===== src/rtl/dllm_pkg.sv =====
`timescale 1ns / 1ps

package dllm_pkg;

    localparam int POOL_NODES = 64;

    // slot index, link (slot or none) and count widths
    localparam int IDX_W  = $clog2(POOL_NODES);
    localparam int LINK_W = $clog2(POOL_NODES + 1);
    localparam int CNT_W  = $clog2(POOL_NODES + 1);

    // fixed payload widths
    localparam int OP_W        = 2;
    localparam int NODE_W      = 6;
    localparam int COUNT_OUT_W = 7;

    localparam logic [LINK_W-1:0] LINK_NONE = LINK_W'(POOL_NODES);

    localparam logic [OP_W-1:0] OP_APPEND = 2'd0;
    localparam logic [OP_W-1:0] OP_DELETE = 2'd1;
    localparam logic [OP_W-1:0] OP_POP    = 2'd2;

    typedef struct packed {
        logic              en;
        logic [IDX_W-1:0]  addr;
        logic [LINK_W-1:0] data;
    } t_wr;

    typedef struct packed {
        logic                   status;
        logic [NODE_W-1:0]      popped;
        logic [COUNT_OUT_W-1:0] count;
    } t_result;

endpackage


===== src/rtl/doubly_linked_list_manager_unit.sv =====
`timescale 1ns / 1ps

// Doubly linked list queue over a pool of node slots.
// Input channel (i_valid/o_ready): i_operation selects append at tail,
// delete of slot i_node_index, or pop of the head. Output channel
// (o_valid/i_ready): one result per input transfer with o_status
// (0 done, 1 rejected, list unchanged), o_popped_node (popped slot, else
// zero) and o_list_count (nodes in the list afterwards).
// Sequence: an input transfer reads the prev/next link RAMs at its slot (the
// head slot for pop); the next cycle checks links against head/tail, writes
// up to one entry in each link RAM and registers the result, which moves
// into the output register once the output is free. A new item is accepted
// only once the read then modify/write pass over the link RAMs for the last
// one is done.
// The output has its own register behind the result stage, so a new item is
// accepted while an earlier result waits; a stall of more than one result
// drops o_ready until the output drains.
// Reset (synchronous, active low) empties the list at once: per-entry valid
// flops make every link read as none, so no clearing pass is needed.
module doubly_linked_list_manager_unit (
    input  logic                              i_clk,
    input  logic                              i_rst_n,
    input  logic                              i_valid,
    output logic                              o_ready,
    input  logic [dllm_pkg::OP_W-1:0]         i_operation,
    input  logic [dllm_pkg::NODE_W-1:0]       i_node_index,
    output logic                              o_valid,
    input  logic                              i_ready,
    output logic                              o_status,
    output logic [dllm_pkg::NODE_W-1:0]       o_popped_node,
    output logic [dllm_pkg::COUNT_OUT_W-1:0]  o_list_count
);

    logic                          rd_en;
    logic [dllm_pkg::IDX_W-1:0]    rd_addr;
    logic [dllm_pkg::LINK_W-1:0]   prev_rd, next_rd;
    dllm_pkg::t_wr                 prev_wr, next_wr;
    logic                          res_valid, res_ready;
    dllm_pkg::t_result             res;

    logic                          r_out_valid;
    dllm_pkg::t_result             r_out;

    dllm_ram #(
        .WIDTH (dllm_pkg::LINK_W),
        .DEPTH (dllm_pkg::POOL_NODES)
    ) u_prev_ram (
        .i_clk     (i_clk),
        .i_wr_en   (prev_wr.en),
        .i_wr_addr (prev_wr.addr),
        .i_wr_data (prev_wr.data),
        .i_rd_en   (rd_en),
        .i_rd_addr (rd_addr),
        .o_rd_data (prev_rd)
    );

    dllm_ram #(
        .WIDTH (dllm_pkg::LINK_W),
        .DEPTH (dllm_pkg::POOL_NODES)
    ) u_next_ram (
        .i_clk     (i_clk),
        .i_wr_en   (next_wr.en),
        .i_wr_addr (next_wr.addr),
        .i_wr_data (next_wr.data),
        .i_rd_en   (rd_en),
        .i_rd_addr (rd_addr),
        .o_rd_data (next_rd)
    );

    dllm_ctrl u_ctrl (
        .i_clk        (i_clk),
        .i_rst_n      (i_rst_n),
        .i_valid      (i_valid),
        .o_ready      (o_ready),
        .i_operation  (i_operation),
        .i_node_index (i_node_index),
        .o_rd_en      (rd_en),
        .o_rd_addr    (rd_addr),
        .i_prev_rd    (prev_rd),
        .i_next_rd    (next_rd),
        .o_prev_wr    (prev_wr),
        .o_next_wr    (next_wr),
        .o_res_valid  (res_valid),
        .i_res_ready  (res_ready),
        .o_res        (res)
    );

    assign res_ready = !r_out_valid || i_ready;

    always_ff @(posedge i_clk) begin
        if (!i_rst_n) begin
            r_out_valid <= 1'b0;
        end else if (res_ready) begin
            r_out_valid <= res_valid;
        end
    end

    always_ff @(posedge i_clk) begin
        if (res_ready && res_valid) begin
            r_out <= res;
        end
    end

    assign o_valid       = r_out_valid;
    assign o_status      = r_out.status;
    assign o_popped_node = r_out.popped;
    assign o_list_count  = r_out.count;

endmodule


===== src/rtl/dllm_ram.sv =====
`timescale 1ns / 1ps

module dllm_ram #(
    parameter int WIDTH = 8,
    parameter int DEPTH = 64
) (
    input  logic                     i_clk,
    input  logic                     i_wr_en,
    input  logic [$clog2(DEPTH)-1:0] i_wr_addr,
    input  logic [WIDTH-1:0]         i_wr_data,
    input  logic                     i_rd_en,
    input  logic [$clog2(DEPTH)-1:0] i_rd_addr,
    output logic [WIDTH-1:0]         o_rd_data
);

    logic [WIDTH-1:0] r_mem [DEPTH];
    logic [WIDTH-1:0] r_rd_data;

    always_ff @(posedge i_clk) begin
        if (i_wr_en) begin
            r_mem[i_wr_addr] <= i_wr_data;
        end
        if (i_rd_en) begin
            r_rd_data <= r_mem[i_rd_addr];
        end
    end

    assign o_rd_data = r_rd_data;

endmodule


===== src/rtl/dllm_ctrl.sv =====
`timescale 1ns / 1ps

module dllm_ctrl (
    input  logic                              i_clk,
    input  logic                              i_rst_n,
    input  logic                              i_valid,
    output logic                              o_ready,
    input  logic [dllm_pkg::OP_W-1:0]         i_operation,
    input  logic [dllm_pkg::NODE_W-1:0]       i_node_index,
    output logic                              o_rd_en,
    output logic [dllm_pkg::IDX_W-1:0]        o_rd_addr,
    input  logic [dllm_pkg::LINK_W-1:0]       i_prev_rd,
    input  logic [dllm_pkg::LINK_W-1:0]       i_next_rd,
    output dllm_pkg::t_wr                     o_prev_wr,
    output dllm_pkg::t_wr                     o_next_wr,
    output logic                              o_res_valid,
    input  logic                              i_res_ready,
    output dllm_pkg::t_result                 o_res
);

    localparam logic S_IDLE = 1'b0;
    localparam logic S_EXEC = 1'b1;

    logic                                 r_state, n_state;
    logic [dllm_pkg::LINK_W-1:0]          r_head, n_head;
    logic [dllm_pkg::LINK_W-1:0]          r_tail, n_tail;
    logic [dllm_pkg::CNT_W-1:0]           r_count, n_count;
    logic [dllm_pkg::POOL_NODES-1:0]      r_prev_vld, n_prev_vld;
    logic [dllm_pkg::POOL_NODES-1:0]      r_next_vld, n_next_vld;
    logic [dllm_pkg::OP_W-1:0]            r_op;
    logic [dllm_pkg::NODE_W-1:0]          r_idx;
    logic [dllm_pkg::IDX_W-1:0]           r_addr;
    logic                                 r_pv, r_nv;
    logic                                 r_res_valid, n_res_valid;
    dllm_pkg::t_result                    r_res, n_res;

    logic                                 accept;
    logic                                 in_ok;
    logic [dllm_pkg::LINK_W-1:0]          in_link;
    logic                                 v_ok;
    logic [dllm_pkg::LINK_W-1:0]          v_link;
    logic [dllm_pkg::LINK_W-1:0]          p, n;
    logic                                 p_ok, n_ok;
    logic                                 ok;
    logic                                 clr;
    dllm_pkg::t_wr                        prev_wr, next_wr;

    assign o_ready = (r_state == S_IDLE) && (!r_res_valid || i_res_ready);
    assign accept  = i_valid && o_ready;

    assign in_ok   = int'(i_node_index) < dllm_pkg::POOL_NODES;
    assign in_link = dllm_pkg::LINK_W'(i_node_index);

    // pop reads the head entry, append/delete read the given slot
    assign o_rd_en   = accept;
    assign o_rd_addr = (i_operation == dllm_pkg::OP_POP) ? r_head[dllm_pkg::IDX_W-1:0]
                                                         : in_link[dllm_pkg::IDX_W-1:0];

    assign v_ok   = int'(r_idx) < dllm_pkg::POOL_NODES;
    assign v_link = dllm_pkg::LINK_W'(r_idx);

    // entries never written since reset or cleared read as none
    assign p    = r_pv ? i_prev_rd : dllm_pkg::LINK_NONE;
    assign n    = r_nv ? i_next_rd : dllm_pkg::LINK_NONE;
    assign p_ok = (p != dllm_pkg::LINK_NONE);
    assign n_ok = (n != dllm_pkg::LINK_NONE);

    always_comb begin
        ok      = 1'b0;
        clr     = 1'b0;
        prev_wr = '0;
        next_wr = '0;
        n_head  = r_head;
        n_tail  = r_tail;
        case (r_op)
            dllm_pkg::OP_APPEND: begin
                if (v_ok && !p_ok && !n_ok && (r_head != v_link) && (r_tail != v_link)) begin
                    ok = 1'b1;
                    if (r_tail == dllm_pkg::LINK_NONE) begin
                        n_head = v_link;
                    end else begin
                        prev_wr = '{en: 1'b1, addr: r_addr, data: r_tail};
                        next_wr = '{en: 1'b1, addr: r_tail[dllm_pkg::IDX_W-1:0],
                                    data: v_link};
                    end
                    n_tail = v_link;
                end
            end
            dllm_pkg::OP_DELETE: begin
                if (v_ok && (r_count != '0)) begin
                    if (!p_ok && !n_ok) begin
                        if ((r_head == v_link) && (r_tail == v_link)) begin
                            ok     = 1'b1;
                            n_head = dllm_pkg::LINK_NONE;
                            n_tail = dllm_pkg::LINK_NONE;
                        end
                    end else if (!n_ok) begin
                        if (r_tail == v_link) begin
                            ok      = 1'b1;
                            n_tail  = p;
                            next_wr = '{en: 1'b1, addr: p[dllm_pkg::IDX_W-1:0],
                                        data: dllm_pkg::LINK_NONE};
                        end
                    end else if (!p_ok) begin
                        if (r_head == v_link) begin
                            ok      = 1'b1;
                            n_head  = n;
                            prev_wr = '{en: 1'b1, addr: n[dllm_pkg::IDX_W-1:0],
                                        data: dllm_pkg::LINK_NONE};
                        end
                    end else begin
                        ok      = 1'b1;
                        prev_wr = '{en: 1'b1, addr: n[dllm_pkg::IDX_W-1:0], data: p};
                        next_wr = '{en: 1'b1, addr: p[dllm_pkg::IDX_W-1:0], data: n};
                    end
                    clr = ok;
                end
            end
            dllm_pkg::OP_POP: begin
                if ((r_count != '0) && (r_head != dllm_pkg::LINK_NONE)) begin
                    ok  = 1'b1;
                    clr = 1'b1;
                    if (n_ok) begin
                        n_head  = n;
                        prev_wr = '{en: 1'b1, addr: n[dllm_pkg::IDX_W-1:0],
                                    data: dllm_pkg::LINK_NONE};
                    end else begin
                        n_head = dllm_pkg::LINK_NONE;
                        n_tail = dllm_pkg::LINK_NONE;
                    end
                end
            end
            default: begin
                ok = 1'b0;
            end
        endcase
    end

    always_comb begin
        n_state     = r_state;
        n_count     = r_count;
        n_prev_vld  = r_prev_vld;
        n_next_vld  = r_next_vld;
        n_res_valid = r_res_valid && !i_res_ready;
        n_res       = r_res;
        case (r_state)
            S_IDLE: begin
                if (accept) begin
                    n_state = S_EXEC;
                end
            end
            S_EXEC: begin
                n_state = S_IDLE;
                if (ok && (r_op == dllm_pkg::OP_APPEND)) begin
                    n_count = r_count + dllm_pkg::CNT_W'(1);
                end else if (ok) begin
                    n_count = r_count - dllm_pkg::CNT_W'(1);
                end
                if (prev_wr.en) begin
                    n_prev_vld[prev_wr.addr] = 1'b1;
                end
                if (next_wr.en) begin
                    n_next_vld[next_wr.addr] = 1'b1;
                end
                // the removed slot's own links go to none last
                if (clr) begin
                    n_prev_vld[r_addr] = 1'b0;
                    n_next_vld[r_addr] = 1'b0;
                end
                n_res_valid  = 1'b1;
                n_res.status = !ok;
                n_res.popped = (ok && (r_op == dllm_pkg::OP_POP))
                             ? dllm_pkg::NODE_W'(r_head) : '0;
                n_res.count  = dllm_pkg::COUNT_OUT_W'(n_count);
            end
            default: begin
                n_state = S_IDLE;
            end
        endcase
    end

    always_ff @(posedge i_clk) begin
        if (!i_rst_n) begin
            r_state     <= S_IDLE;
            r_head      <= dllm_pkg::LINK_NONE;
            r_tail      <= dllm_pkg::LINK_NONE;
            r_count     <= '0;
            r_prev_vld  <= '0;
            r_next_vld  <= '0;
            r_res_valid <= 1'b0;
        end else begin
            r_state     <= n_state;
            r_count     <= n_count;
            r_prev_vld  <= n_prev_vld;
            r_next_vld  <= n_next_vld;
            r_res_valid <= n_res_valid;
            if (r_state == S_EXEC) begin
                r_head <= n_head;
                r_tail <= n_tail;
            end
        end
    end

    always_ff @(posedge i_clk) begin
        r_res <= n_res;
        if (accept) begin
            r_op   <= i_operation;
            r_idx  <= i_node_index;
            r_addr <= o_rd_addr;
            r_pv   <= r_prev_vld[o_rd_addr] && (in_ok || (i_operation == dllm_pkg::OP_POP));
            r_nv   <= r_next_vld[o_rd_addr] && (in_ok || (i_operation == dllm_pkg::OP_POP));
        end
    end

    // link writes only in the modify cycle
    assign o_prev_wr   = (r_state == S_EXEC) ? prev_wr : '0;
    assign o_next_wr   = (r_state == S_EXEC) ? next_wr : '0;
    assign o_res_valid = r_res_valid;
    assign o_res       = r_res;

    a_count_range: assert property (@(posedge i_clk) disable iff (!i_rst_n)
        r_count <= dllm_pkg::CNT_W'(dllm_pkg::POOL_NODES))
        else $error("node count above pool size");

    a_empty_head: assert property (@(posedge i_clk) disable iff (!i_rst_n)
        (r_count == '0) == (r_head == dllm_pkg::LINK_NONE))
        else $error("head and count disagree on empty list");

    a_empty_tail: assert property (@(posedge i_clk) disable iff (!i_rst_n)
        (r_head == dllm_pkg::LINK_NONE) == (r_tail == dllm_pkg::LINK_NONE))
        else $error("head and tail disagree on empty list");

    a_single: assert property (@(posedge i_clk) disable iff (!i_rst_n)
        (r_count == dllm_pkg::CNT_W'(1)) |-> (r_head == r_tail))
        else $error("single node list with head not equal to tail");

    a_result: assert property (@(posedge i_clk) disable iff (!i_rst_n)
        accept |=> ##1 r_res_valid)
        else $error("accepted transfer produced no result");

endmodule

===== config.mk =====
export PLATFORM = sky130hd
export DESIGN_NAME = doubly_linked_list_manager_unit
export DESIGN_NICKNAME = d
export VERILOG_FILES = /design/src/rtl/dllm_pkg.sv /design/src/rtl/doubly_linked_list_manager_unit.sv /design/src/rtl/dllm_ram.sv /design/src/rtl/dllm_ctrl.sv
export SDC_FILE = /design/constraint.sdc
export NUM_CORES = 2
export LEC_CHECK = 0
export BUFFER_PORTS_ARGS = -buffer_cell sky130_fd_sc_hd__buf_2
export CAP_MARGIN = 20
export CORE_MARGIN = 2
export CORE_UTILIZATION = 54
export DETAILED_ROUTE_END_ITERATION = 10
export HOLD_SLACK_MARGIN = 0.06
export PLACE_DENSITY_LB_ADDON = 0.1
export SETUP_SLACK_MARGIN = 0.5
export SYNTH_ARGS = -nofsm -noshare
export SYNTH_HDL_FRONTEND = slang
export SYNTH_SLANG_ARGS = --single-unit
export TNS_END_PERCENT = 20

===== constraint.sdc =====
create_clock -name i_clk -period 8.66 [get_ports i_clk]
set_input_delay 1.299 -clock i_clk [delete_from_list [all_inputs] [get_ports i_clk]]
set_output_delay 1.299 -clock i_clk [all_outputs]
set_load 0.02 [all_outputs]

-- Word level (Yosys, flattened, before mapping)
Memories as Yosys holds them, arrays and structs flattened. A register that Yosys moved wholly into a read port is not among the register bits.
Cells that the tools add are included.
- add/sub/neg operators: 2
- $lt $le $gt $ge: 7
- eq/ne operators: 22
- multiplexer cells: 78
- bitwise logic cells: 6
- reductions and logical operators: 27
- operator list (cell ; count):
    $mux 64 ; 6
    $mux 14 ; 18
    $mux 7 ; 21
    $and 64x64->64 ; 2
    $or 64x64->64 ; 2
    $not 64->64 ; 1
    $pmux 14 s3 ; 1
    $pmux 7 s3 ; 2
    $lt 6x7->1 const B ; 4
    $pmux 14 s2 ; 1
    $ne 7x7->1 const B ; 3
    $mux 1 ; 20
    $demux 1 s6 ; 3
    $ge 6x1->1 const B ; 3
    $eq 7x6->1 ; 2
    $logic_and 1x1->1 ; 14
    $ne 7x6->1 ; 2
    $bmux 1 s6 ; 2
    $reduce_and 10->1 ; 1
    $ne 3x1->1 const B ; 3
    $ne 3x3->1 const B ; 3
    $reduce_and 9->1 ; 1
    $ne 2x1->1 const B ; 4
    $add 7x1->7 const B ; 1
    14 further kinds ; 22
- flip-flop bits (word level): 196
- memory bits (writable): 896
- bits of input ports: 12
- output and inout bits: 16
- word-level logic and storage cells: 163
- memories: 2
- memory list (memory ; words ; bits a word ; rd ports ; clocked after Yosys merged registers in ; wr ports ; RTL line ; RTL):
    u_next_ram.r_mem ; 64 ; 7 ; 1 ; 1 ; 1 ; dllm_ram.sv:16 ; logic [WIDTH-1:0] r_mem [DEPTH];
    u_prev_ram.r_mem ; 64 ; 7 ; 1 ; 1 ; 1 ; dllm_ram.sv:16 ;

-- Depth between registers and ports, before layout
- depth after elaboration: 17
- mapped depth: 13
- gate-level depth less buffers: 10

-- Cells and area by module
A second synthesis with hierarchy kept.
- cells, all modules: 2819
- area total of the unflattened synthesis: 45554.9 µm²
- by module, submodules not included (module ; instances ; cells each ; area an instance (µm²) ; sequential area each (µm²)):
    dllm_ram at u_next_ram ; 1 ; 834 ; 17739.5 ; 13663.1
    dllm_ram at u_prev_ram ; 1 ; 827 ; 17705.7 ; 13663.1
    dllm_ctrl ; 1 ; 1139 ; 9631.7 ; 3923.8
    doubly_linked_list_manager_unit ; 1 ; 19 ; 478.0 ; 440.4

-- Worst setup path before layout
No wires, ideal clock.
- kind: register to register
- start: register u_ctrl.r_idx[4] (netlist name)
- end: memory u_next_ram.r_mem[0][6] (netlist name), data pin
- setup time: 680 ps
- data arrival time: 4140 ps
- required time: 7980 ps
- slack: 3840 ps
- cell stages (with the launch flop): 6
- buffers on the path: 0
- period minus slack after synthesis: 4820 ps
- path through: edfxtp_1 xor2_1 or4_1 o21ai_2 nand2_1 nor3_1
- RTL lines (item ; RTL line ; RTL):
    start, declared ; dllm_ctrl.sv:31 ; logic [dllm_pkg::NODE_W-1:0] r_idx;
    start signal, assigned ; dllm_ctrl.sv:208 ; r_idx <= i_node_index;
    end, declared ; dllm_ram.sv:16 ;

-- Worst setup path after layout
- start: input i_operation[0] (netlist name)
- end: register u_next_ram.r_rd_data[6], in the netlist u_next_ram.o_rd_data[6], read port of u_next_ram.r_mem, data pin
- longest elaborated chain between the ends: 2
- RTL lines (item ; RTL line ; RTL):
    start, declared ; doubly_linked_list_manager_unit.sv:25 ; input logic [dllm_pkg::OP_W-1:0] i_operation,
    $eq 2x2->1 ; dllm_ctrl.sv:56 ; assign o_rd_addr = (i_operation == dllm_pkg::OP_POP) ? r_head[dllm_pkg::IDX_W-1:0]
    $mux 6 ; dllm_ctrl.sv:56 ;
    named net rd_addr, one bit ; doubly_linked_list_manager_unit.sv:35 ; logic [dllm_pkg::IDX_W-1:0] rd_addr;
    end, declared ; dllm_ram.sv:17 ; logic [WIDTH-1:0] r_rd_data;
The timed path passes the listed nets, and every way through them passes these cells.
A chain may end at the register's enable or synchronous reset.

==> impl_metrics.tcl <==
set metrics [dict create \
    vias 31179 \
    p_leak_nw 16.8 \
    routed_via_density 6.46 \
    postSynthCellCount 3690 \
    start_util_pct 54.4 \
    cp_data_arrival_time_ns 5.79 \
    fin_cells 4829 \
    yosysTopAreaCell "edfxtp_1" \
    wl_per_cell_um 27.3 \
    insertion_delay_ns 0.69 \
    hold_viol 0 \
    min_from "u_ctrl.o_res[1]$_DFFE_PP_" \
    cts_buffers 113 \
    tns_ns 0 \
    drc 0 \
    drtIter0Drc 3960 \
    n_fill_cell 6477 \
    drive_above_1_share_pct 9.60 \
    clkSlewWorstSetupHoldPaths_ns 0.06 \
    critPathCaptureType "flop" \
    ys_async_sr_fraction_pct 0 \
    yosysMostFrequentCell "nand2_1" \
    cts.sinks 1106 \
    maxSlewHeadroom_pct 20.6 \
    grt_max_degree 160 \
    seq_area_frac_synth_pct 69.8 \
    tightest_slew_ns 1.19 \
    cts_resized 0 \
    r2r-start "u_next_ram.o_rd_data[5]$_DFFE_PP_" \
    power_density_mw_per_mm2 224 \
    post_synth.cell_area_avg_um2 12.3 \
    ant_nets 0 \
    min_period_ns 5.37 \
    die_w_um 294 \
    cts_max_path_buffers 3 \
    syn2layout_area_growth_pct 11.0 \
    ys_warn_count 0 \
    dp_cells 4615 \
    grt_pass1_vias 29102 \
    die_h_um 294 \
    multi_input_area_mm2 0.0130 \
    cts_tree "yes" \
    r2r_slack_ns 3.47 \
    wl_um 132000 \
    cts_max_level 3 \
    rsz0062_at_grt "no" \
    ys_top_cells_by_count "nand2_1, edfxtp_1, clkbuf_1" \
    finalCritPeriodShare_pct 62.0 \
    post_cts_buffers 0 \
    firstDrtPassIters 6 \
    hp-class "reg -> reg" \
    crit_path_start_kind "primary input" \
    overflow 0 \
    final-seq-area_mm2 0.0317 \
    run_status "finished clean" \
    gp_routability_congestion 0.935 \
    core_area_mm2 0.0834 \
    cp_max_fo 33 \
    path_class "in -> reg" \
    dp_slack_ns 2.07 \
    crit_start "i_operation[0]" \
    ys_dominant_reg_cell "edfxtp_1" \
    diodes 0 \
    final-setup-viol-count 0 \
    maxSlewViolCount 0 \
    rows 106 \
    synth_area_leaders "edfxtp_1, nand2_1, dfxtp_1" \
    fmax_ghz 0.186 \
    fin_nets 3672 \
    fin_ws_ns 3.29 \
    antenna_found_initial 1 \
    yosysUniqueCellTypes 76 \
    synth_nets 3708 \
    root_buffer "clkbuf_16" \
    dieArea_mm2 0.0864 \
    grt_usage_pct 30.4 \
    fin_worst_skew_ns 0.0314 \
    cap_violations 0 \
    port_buffers 27 \
    io-pin-count 28 \
    synth-seq-cells 1106 \
    grt_pass1_wl_um 194000 \
    synth_area_mm2 0.0454 \
    synth-edff-count 954 \
    post-dp-hpwl_um 83600 \
    cts-hold-fix-buffers 0 \
    crit_required_ns 9.08 \
    vdd_ir_drop_max_mv 0.159 \
    synth_top_area_share_pct 63.1 \
]
[sequential cells by signal, summed over array words and instances (netlist names), 14 cells and up]
register	count
u_ctrl.o_res	14
u_ctrl.r_next_vld	64
u_ctrl.r_prev_vld	64
u_next_ram.r_mem	448
u_prev_ram.r_mem	448
[layer usage]
layer,track usage [%],vias up,part of all wire (%)
li1,-,13637,-
met1,43.6,15553,41
met2,47.4,1732,46
met3,5.60,257,9.8
met4,9.36,0,2.8
met5,0,-,0
[critical path: stages]
cell      delay [ns]
buf_2           0.10
nand2b_1        0.40
mux2i_1         0.93
inv_1           0.37
nor2_4          0.95
buf_4           0.48
buf_4           0.30
a32oi_1         0.08
and3_1          0.18
a221oi_1        0.21
o22ai_1         0.13
or2_2           0.32
[power breakdown]
group	leakage, nW	internal [W]	switching [W]
logic	6.78	0.000239	0.000530
registers	8.26	0.00573	0.0000407
clock network	1.79	0.00273	0.00203
[final timing paths]
path                                              to  cells after the start
setup / recovery   u_next_ram.o_rd_data[6]$_DFFE_PP_                     12
hold / removal             o_list_count[1]$_DFFE_PP_                      0
setup reg to reg  u_ctrl.r_next_vld[27]$_SDFFE_PN0P_                      8
hold reg to reg            o_list_count[1]$_DFFE_PP_                      0
[area by class of cell]
| cell class | instances | area share (%) |
|---|---|---|
| Sequential cell | 1106 | 62.9 |
| Timing Repair Buffer | 86 | 1.30 |
| Tap cell | 1080 | 2.68 |
| Clock inverter | 53 | 0.953 |
| Inverter | 19 | 0.161 |
| Clock buffer | 157 | 6.28 |
| Multi-Input combinational cell | 2328 | 25.7 |
[kinds of logic (layout without fill, tap and decap cells)]
logic type	Yosys count	in the layout	share of synthesized area (%)
compound gates	618	618	10.2
flops	1106	1106	69.8
simple gates	1596	1596	15.4
fa+ha+maj	6	6	0.165
mux	85	85	1.88
xor+xnor	23	23	0.444
buf+inv	256	315	2.12
[metrics by stage]
| stage | hold WS, ns | util, % | area, um2 | power (W) |
|---|---|---|---|---|
| after floorplan | 0.400 | - | 45400 | 0.00636 |
| after detailed placement | 0.405 | 56.0 | 46700 | 0.00663 |
| final | 0.417 | 60.4 | 50400 | 0.0113 |
| after CTS | 0.413 | 60.3 | 50300 | 0.0113 |
| after global placement | 0.402 | 55.9 | 46600 | 0.00662 |
| after global routing | 0.417 | 60.4 | 50400 | 0.0116 |
[cells in the final DEF (no fill, tap or decap), drive strengths merged, types with 84 or more instances in the layout]
cell / n
a31oi: 194
and3: 192
buf: 86
clkbuf: 157
dfxtp: 152
edfxtp: 954
mux2i: 84
nand2: 966
nand3: 98
nor2: 201
o21a: 111
No activity file was read; power rests on OpenSTA's default activity.
